[src/rtl/md4bc_pkg.sv]
`timescale 1ns / 1ps
// ----------------------------------------------------------------------------
// md4bc_pkg
// Shared types, constants and step functions of the MD4 block compressor.
// ----------------------------------------------------------------------------
package md4bc_pkg;

  localparam int WORD_W      = 32;
  localparam int BLOCK_WORDS = 16;
  localparam int POS_W       = $clog2(BLOCK_WORDS);
  localparam int NUM_STEPS   = 48;
  localparam int STEP_W      = $clog2(NUM_STEPS);

  localparam logic [WORD_W-1:0] K_MAJ = 32'h5A827999;
  localparam logic [WORD_W-1:0] K_PAR = 32'h6ED9EBA1;

  localparam logic [WORD_W-1:0] IV_A = 32'h67452301;
  localparam logic [WORD_W-1:0] IV_B = 32'hEFCDAB89;
  localparam logic [WORD_W-1:0] IV_C = 32'h98BADCFE;
  localparam logic [WORD_W-1:0] IV_D = 32'h10325476;

  localparam logic [1:0] RND_CHOOSE = 2'd0;
  localparam logic [1:0] RND_MAJ    = 2'd1;

  // a in the lowest bits
  typedef struct packed {
    logic [WORD_W-1:0] d;
    logic [WORD_W-1:0] c;
    logic [WORD_W-1:0] b;
    logic [WORD_W-1:0] a;
  } md4bc_words_t;

  typedef enum logic [1:0] {
    ST_IDLE,
    ST_LOAD,
    ST_RUN,
    ST_FINAL
  } md4bc_state_t;

  localparam logic [POS_W-1:0] WORD_ORDER [NUM_STEPS] = '{
    4'd0, 4'd1, 4'd2,  4'd3,  4'd4, 4'd5,  4'd6, 4'd7,
    4'd8, 4'd9, 4'd10, 4'd11, 4'd12, 4'd13, 4'd14, 4'd15,
    4'd0, 4'd4, 4'd8,  4'd12, 4'd1, 4'd5,  4'd9, 4'd13,
    4'd2, 4'd6, 4'd10, 4'd14, 4'd3, 4'd7,  4'd11, 4'd15,
    4'd0, 4'd8, 4'd4,  4'd12, 4'd2, 4'd10, 4'd6, 4'd14,
    4'd1, 4'd9, 4'd5,  4'd13, 4'd3, 4'd11, 4'd7, 4'd15
  };

  localparam logic [4:0] ROT_AMOUNT [12] = '{
    5'd3, 5'd7, 5'd11, 5'd19,
    5'd3, 5'd5, 5'd9,  5'd13,
    5'd3, 5'd9, 5'd11, 5'd15
  };

  function automatic logic [POS_W-1:0] word_index(input logic [STEP_W-1:0] step);
    logic [POS_W-1:0] idx;
    idx = '0;
    if (step < STEP_W'(NUM_STEPS)) begin
      idx = WORD_ORDER[step];
    end
    return idx;
  endfunction

  function automatic logic [WORD_W-1:0] rotl32(input logic [WORD_W-1:0] v,
                                               input logic [4:0] s);
    logic [2*WORD_W-1:0] dbl;
    dbl = {v, v} << s;
    return dbl[2*WORD_W-1:WORD_W];
  endfunction

endpackage

[src/rtl/md4bc_ram.sv]
`timescale 1ns / 1ps
// ----------------------------------------------------------------------------
// md4bc_ram
// Generic single-write, single-read memory with registered read data.
// ----------------------------------------------------------------------------
module md4bc_ram #(
  parameter int WIDTH = 32,
  parameter int DEPTH = 16
) (
  input  logic                     clk,
  input  logic                     wr_en,
  input  logic [$clog2(DEPTH)-1:0] wr_addr,
  input  logic [WIDTH-1:0]         wr_data,
  input  logic [$clog2(DEPTH)-1:0] rd_addr,
  output logic [WIDTH-1:0]         rd_data
);

  logic [WIDTH-1:0] mem [DEPTH];

  always_ff @(posedge clk) begin
    if (wr_en) begin
      mem[wr_addr] <= wr_data;
    end
    rd_data <= mem[rd_addr];
  end

endmodule

[src/rtl/md4bc_step.sv]
`timescale 1ns / 1ps
// ----------------------------------------------------------------------------
// md4bc_step
// One MD4 step: round function, add, rotate and working word rotation.
// ----------------------------------------------------------------------------
module md4bc_step
  import md4bc_pkg::*;
(
  input  md4bc_words_t      work,
  input  logic [WORD_W-1:0] msg_word,
  input  logic [STEP_W-1:0] step,
  output md4bc_words_t      work_nxt
);

  logic [1:0]        rnd;
  logic [WORD_W-1:0] f;
  logic [WORD_W-1:0] sum;
  logic [4:0]        rot;

  always_comb begin
    rnd = step[STEP_W-1:STEP_W-2];
    case (rnd)
      RND_CHOOSE: f = (work.b & work.c) | (~work.b & work.d);
      RND_MAJ:    f = ((work.b & work.c) | (work.d & (work.b | work.c))) + K_MAJ;
      default:    f = (work.b ^ work.c ^ work.d) + K_PAR;
    endcase
    sum = work.a + f + msg_word;
    rot = ROT_AMOUNT[{rnd, step[1:0]}];
    // target word moves through a, d, c, b; shift the set so it is always a
    work_nxt.a = work.d;
    work_nxt.b = rotl32(sum, rot);
    work_nxt.c = work.b;
    work_nxt.d = work.c;
  end

endmodule

[src/rtl/md4_block_compressor_top.sv]
`timescale 1ns / 1ps
// ----------------------------------------------------------------------------
// md4_block_compressor_top
// MD4 compression of 16-word blocks with a message word memory.
// ----------------------------------------------------------------------------
// sequence: after the 16th word of a block come a memory read setup state, the
//   48 steps and a feed-forward state that loads the digest once the output is free
// input: one word per cycle for words 0..14; no further word is taken until
//   the digest is loaded, so the 48 steps through the single step unit set the pace
// reset: synchronous active-low rst_n loads the MD4 initial value,
//   clears word position and output valid; message memory is not cleared
module md4_block_compressor_top
  import md4bc_pkg::*;
(
  input  logic                clk,
  input  logic                rst_n,
  input  logic                in_tvalid,
  output logic                in_tready,
  input  logic [WORD_W-1:0]   in_tdata,   // [31:0] message_word
  input  logic                in_tuser,   // [0] new_message
  output logic                out_tvalid,
  input  logic                out_tready,
  output logic [4*WORD_W-1:0] out_tdata   // [31:0] hash_a, [63:32] hash_b,
                                          // [95:64] hash_c, [127:96] hash_d
);

  md4bc_state_t      state_r, state_nxt;
  logic [POS_W-1:0]  pos_r, pos_nxt;
  logic [STEP_W-1:0] step_r, step_nxt;
  md4bc_words_t      chain_r, chain_nxt;
  md4bc_words_t      work_r, work_nxt;
  md4bc_words_t      step_out;
  md4bc_words_t      out_data_r, out_data_nxt;
  logic              out_valid_r, out_valid_nxt;

  logic              in_acc;
  logic [POS_W-1:0]  wr_pos;
  logic [POS_W-1:0]  rd_addr;
  logic [WORD_W-1:0] rd_data;
  md4bc_words_t      iv;
  md4bc_words_t      feed_fwd;

  assign iv = '{d: IV_D, c: IV_C, b: IV_B, a: IV_A};

  assign in_tready  = (state_r == ST_IDLE);
  assign in_acc     = in_tvalid && in_tready;
  assign wr_pos     = in_tuser ? '0 : pos_r;
  assign out_tvalid = out_valid_r;
  assign out_tdata  = out_data_r;

  // read one step ahead to cover the memory read latency
  assign rd_addr = (state_r == ST_RUN) ? word_index(step_r + STEP_W'(1)) : word_index('0);

  assign feed_fwd.a = chain_r.a + work_r.a;
  assign feed_fwd.b = chain_r.b + work_r.b;
  assign feed_fwd.c = chain_r.c + work_r.c;
  assign feed_fwd.d = chain_r.d + work_r.d;

  md4bc_ram #(
    .WIDTH (WORD_W),
    .DEPTH (BLOCK_WORDS)
  ) u_msg_ram (
    .clk     (clk),
    .wr_en   (in_acc),
    .wr_addr (wr_pos),
    .wr_data (in_tdata),
    .rd_addr (rd_addr),
    .rd_data (rd_data)
  );

  md4bc_step u_step (
    .work     (work_r),
    .msg_word (rd_data),
    .step     (step_r),
    .work_nxt (step_out)
  );

  always_comb begin
    state_nxt     = state_r;
    pos_nxt       = pos_r;
    step_nxt      = step_r;
    chain_nxt     = chain_r;
    work_nxt      = work_r;
    out_data_nxt  = out_data_r;
    out_valid_nxt = out_valid_r;

    if (out_valid_r && out_tready) begin
      out_valid_nxt = 1'b0;
    end

    case (state_r)
      ST_IDLE: begin
        if (in_acc) begin
          if (in_tuser) begin
            chain_nxt = iv;
          end
          if (wr_pos == POS_W'(BLOCK_WORDS - 1)) begin
            pos_nxt   = '0;
            state_nxt = ST_LOAD;
          end else begin
            pos_nxt = wr_pos + POS_W'(1);
          end
        end
      end
      ST_LOAD: begin
        work_nxt  = chain_r;
        step_nxt  = '0;
        state_nxt = ST_RUN;
      end
      ST_RUN: begin
        work_nxt = step_out;
        step_nxt = step_r + STEP_W'(1);
        if (step_r == STEP_W'(NUM_STEPS - 1)) begin
          state_nxt = ST_FINAL;
        end
      end
      ST_FINAL: begin
        if (!out_valid_r || out_tready) begin
          chain_nxt     = feed_fwd;
          out_data_nxt  = feed_fwd;
          out_valid_nxt = 1'b1;
          state_nxt     = ST_IDLE;
        end
      end
      default: begin
        state_nxt = ST_IDLE;
      end
    endcase
  end

  always_ff @(posedge clk) begin
    if (!rst_n) begin
      state_r     <= ST_IDLE;
      pos_r       <= '0;
      step_r      <= '0;
      chain_r     <= iv;
      out_valid_r <= 1'b0;
    end else begin
      state_r     <= state_nxt;
      pos_r       <= pos_nxt;
      step_r      <= step_nxt;
      chain_r     <= chain_nxt;
      out_valid_r <= out_valid_nxt;
    end
  end

  always_ff @(posedge clk) begin
    work_r     <= work_nxt;
    out_data_r <= out_data_nxt;
  end

endmodule

[config.mk]
export PLATFORM = sky130hd
export DESIGN_NAME = md4_block_compressor_top
export DESIGN_NICKNAME = d
export VERILOG_FILES = /design/src/rtl/md4bc_pkg.sv /design/src/rtl/md4bc_ram.sv /design/src/rtl/md4bc_step.sv /design/src/rtl/md4_block_compressor_top.sv
export SDC_FILE = /design/constraint.sdc
export NUM_CORES = 2
export LEC_CHECK = 0
export BUFFER_PORTS_ARGS = -buffer_cell sky130_fd_sc_hd__buf_2
export CAP_MARGIN = 25
export CORE_ASPECT_RATIO = 0.8
export CORE_MARGIN = 4
export CORE_UTILIZATION = 48
export DETAILED_ROUTE_END_ITERATION = 8
export HOLD_SLACK_MARGIN = 0.12
export PLACE_DENSITY = 0.64
export SLEW_MARGIN = 10
export SYNTH_ARGS = -nofsm -noshare
export SYNTH_HDL_FRONTEND = slang
export SYNTH_SLANG_ARGS = --single-unit
export TNS_END_PERCENT = 50
[constraint.sdc]
create_clock -name clk -period 8.6 [get_ports clk]
set_input_delay 0.43 -clock clk [delete_from_list [all_inputs] [get_ports clk]]
set_output_delay 0.43 -clock clk [all_outputs]
set_load 0.1 [all_outputs]
==> impl_metrics.env <==
export IMPL_syn_area_mm2=0.0478
export IMPL_drc=0
export IMPL_period_minus_slack_ps=7790
export IMPL_criticalPathCategory="register to register"
export IMPL_area_delta_synth_final_pct=12.8
export IMPL_dieArea_mm2=0.105
export IMPL_tns_ps=0
export IMPL_leakage_nw=18.9
export IMPL_cap_violations=0
export IMPL_numCtsBuffers=95
export IMPL_drv_slew=0
export IMPL_ir_drop_mv=0.163
export IMPL_multiInputGateArea_mm2=0.0204
export IMPL_outcome="complete, no violations"
export IMPL_yosysSeqAreaShare_pct=55.5
export IMPL_track_usage_pct=25.4
export IMPL_overflow=0
export IMPL_fin_skew_ps=37.5
export IMPL_first_pass_iters=6
export IMPL_io_pins=167
export IMPL_cpMostUsedCell="o21ai_0"
export IMPL_cp_start_kind="register"
export IMPL_slew_headroom_pct=21.3
export IMPL_port_buffers=166
export IMPL_cts_resized=0
export IMPL_setup_slack_ps=809
export IMPL_rows=103
export IMPL_initial_core_util_pct=48.4
export IMPL_worst_slew_pin_slew_ps=1150
export IMPL_cts_htree_levels=3
export IMPL_avgSynthCellArea_um2=12.9
export IMPL_fmax_mhz=128
export IMPL_grt_first_pass_wirelength_um=202000
export IMPL_fill_cells=8209
export IMPL_syn_num_nets=3984
export IMPL_ctsRootBufferMaster="clkbuf_16"
export IMPL_cp_slowest_cell="fa_1"
export IMPL_ys_flop_type="edfxtp_1"
export IMPL_yosys_warnings=0
export IMPL_antenna_found_initial=2
export IMPL_place_worst_setup_slack_ps=1160
export IMPL_vias=32400
export IMPL_synth_edf_count=768
export IMPL_hpwl_um=90200
export IMPL_seq_area_mm2=0.0265
export IMPL_post_drt_wl_per_cell_um=25.6
export IMPL_clk_pin_slew_worst_paths_ps=60
export IMPL_routed_wl_um=135000
export IMPL_drtIter0Drc=3360
export IMPL_grt_pass1_vias=30400
export IMPL_grt_max_degree=90
export IMPL_gp_congestion=0.957
export IMPL_clk_path_buf_depth=3
export IMPL_hold_path_class="input pin to register"
export IMPL_cp_arrival_ps=8130
export IMPL_crit_required_ps=8940
export IMPL_cts_sinks=941
export IMPL_rsz0062_at_grt="no"
export IMPL_nets=4164
export IMPL_p_per_area_mw_per_mm2=235
export IMPL_endpoint_kind="register"
export IMPL_clk_latency_ps=690
export IMPL_whs_ps=211
export IMPL_post_route_period_util_pct=90.6
export IMPL_chipHeight_um=290
export IMPL_synth_seq_cells=941
export IMPL_synthArstFlopShare_pct=0
export IMPL_routed_via_density=6.12
export IMPL_setup_violations=0
export IMPL_die_w_um=361
export IMPL_ant_nets=0
export IMPL_cts_tree="yes"
export IMPL_cp_max_fo=5
export IMPL_layout_drive_gt1_share_pct=16.9
export IMPL_synth_cell_type_count=101
export IMPL_critPathMaxStageDelay_ps=580
export IMPL_synthesis_instances=3712
export IMPL_design_core_area_mm2=0.0987
export IMPL_hold_violations=0
[worst max-delay path: cells and delay by family, from the launching register on]
| family | cells | cell delay [ps] |
|---|---|---|
| xor+xnor | 2 | 480 |
| flops | 1 | 410 |
| compound gates | 10 | 2660 |
| fa+ha+maj | 4 | 1670 |
| simple gates | 8 | 1740 |
| buf+inv | 4 | 470 |
[Yosys cell counts (48+ instances only)]
library cell	number	area [um^2]
edfxtp_1	768	23100
nand2_1	323	1210
nor2_1	189	709
a21oi_1	183	916
dfxtp_1	173	3460
ha_1	167	2090
o21ai_0	157	786
xnor2_1	139	1220
mux4_2	128	2880
clkbuf_1	120	450
mux2_2	105	1180
inv_1	89	334
nand3_1	81	405
nor2b_1	71	444
a21o_1	69	518
fa_1	68	1360
a211oi_1	66	495
o22ai_1	54	338
mux2i_1	52	521
a31oi_1	51	319
and2_1	51	319
xor2_1	48	420
[per-layer routing]
layer,vias to the layer above,global-route usage [%],share of wire [%]
met3,183,4.41,8.1
met1,16200,39.4,46
li1,14600,-,-
met5,-,0,0.011
met4,2,5.54,2.1
met2,1320,37.4,44
[metrics by stage]
stage | instances | cell area, um^2 | power (mW) | util (%)
6_report | 5286 | 53900 | 12.7 | 54.6
5_1_grt | 5285 | 53900 | 13.2 | 54.6
4_1_cts | 5285 | 53900 | 12.7 | 54.6
3_5_place_dp | 5072 | 50200 | 8.23 | 50.8
3_3_place_gp | 5071 | 50100 | 8.22 | 50.8
2_1_floorplan | 3712 | 47800 | 7.34 | -
[layout make-up]
class / count / share of cell area, %
diodes: 1 / 0.00465
clock buffers: 116 / 4.67
clock inverters: 62 / 1.53
inverters: 91 / 0.634
multi-input cells: 2512 / 37.9
flip-flops and latches: 941 / 49.3
well taps: 1312 / 3.05
repair buffers: 251 / 2.95
[cell families (layout without fill, tap and decap cells)]
logic type | after synthesis | in the layout | synth area share, %
AOI/OAI and AO/OA | 914 | 914 | 13.1
xor gates and xnor gates | 191 | 191 | 3.57
adders and majority gates | 235 | 235 | 7.23
buffers and inverters | 259 | 520 | 2.15
DFF | 941 | 941 | 55.5
muxes | 285 | 285 | 9.60
other | 0 | 1 | 0
and+or+nand+nor | 887 | 887 | 8.81
[power breakdown]
part	total [mW]	switching (mW)	leakage, nW	internal, mW
logic	2.98	1.94	9.12	1.04
registers	5.26	0.145	8.17	5.12
clock network	4.42	1.83	1.62	2.59
total	12.7	3.92	18.9	8.75
[flip-flops by register name, indices dropped and copies added, names as in the netlist]
register and cells:
u_msg_ram.mem 512, chain_r 128, out_tdata 128, pos_r 4, state_r 2, step_r 6
work_r 128, out_tvalid 1, u_msg_ram.rd_data 32
[final timing paths]
path | startpoint | end | slack, ps | cells past startpoint
worst min-delay path | in_tuser | pos_r[3] | 210 | 4
worst min register to register | pos_r[1] | pos_r[1] | 490 | 2
worst max register to register | work_r[97] | work_r[34] | 810 | 28
worst max-delay path | work_r[97] | work_r[34] | 810 | 28
[what timing repair did]
item | in CTS | in global routing
hold endpoints to repair | 518 | 0
hold buffers | 35 | 0
buffers inserted | 0 | 0
[cell usage in the layout, fill, tap and decap left out, drive strengths merged, types with 116 or more instances in the layout]
cell type,netlist,final
clkbuf,120,116
xnor2,143,143
buf,48,216
nor2,189,189
dfxtp,173,173
edfxtp,768,768
a21oi,185,185
mux4,128,128
nand2,323,323
ha,167,167
o21ai,167,167
Note: power is estimated with default switching activity, not from simulation.
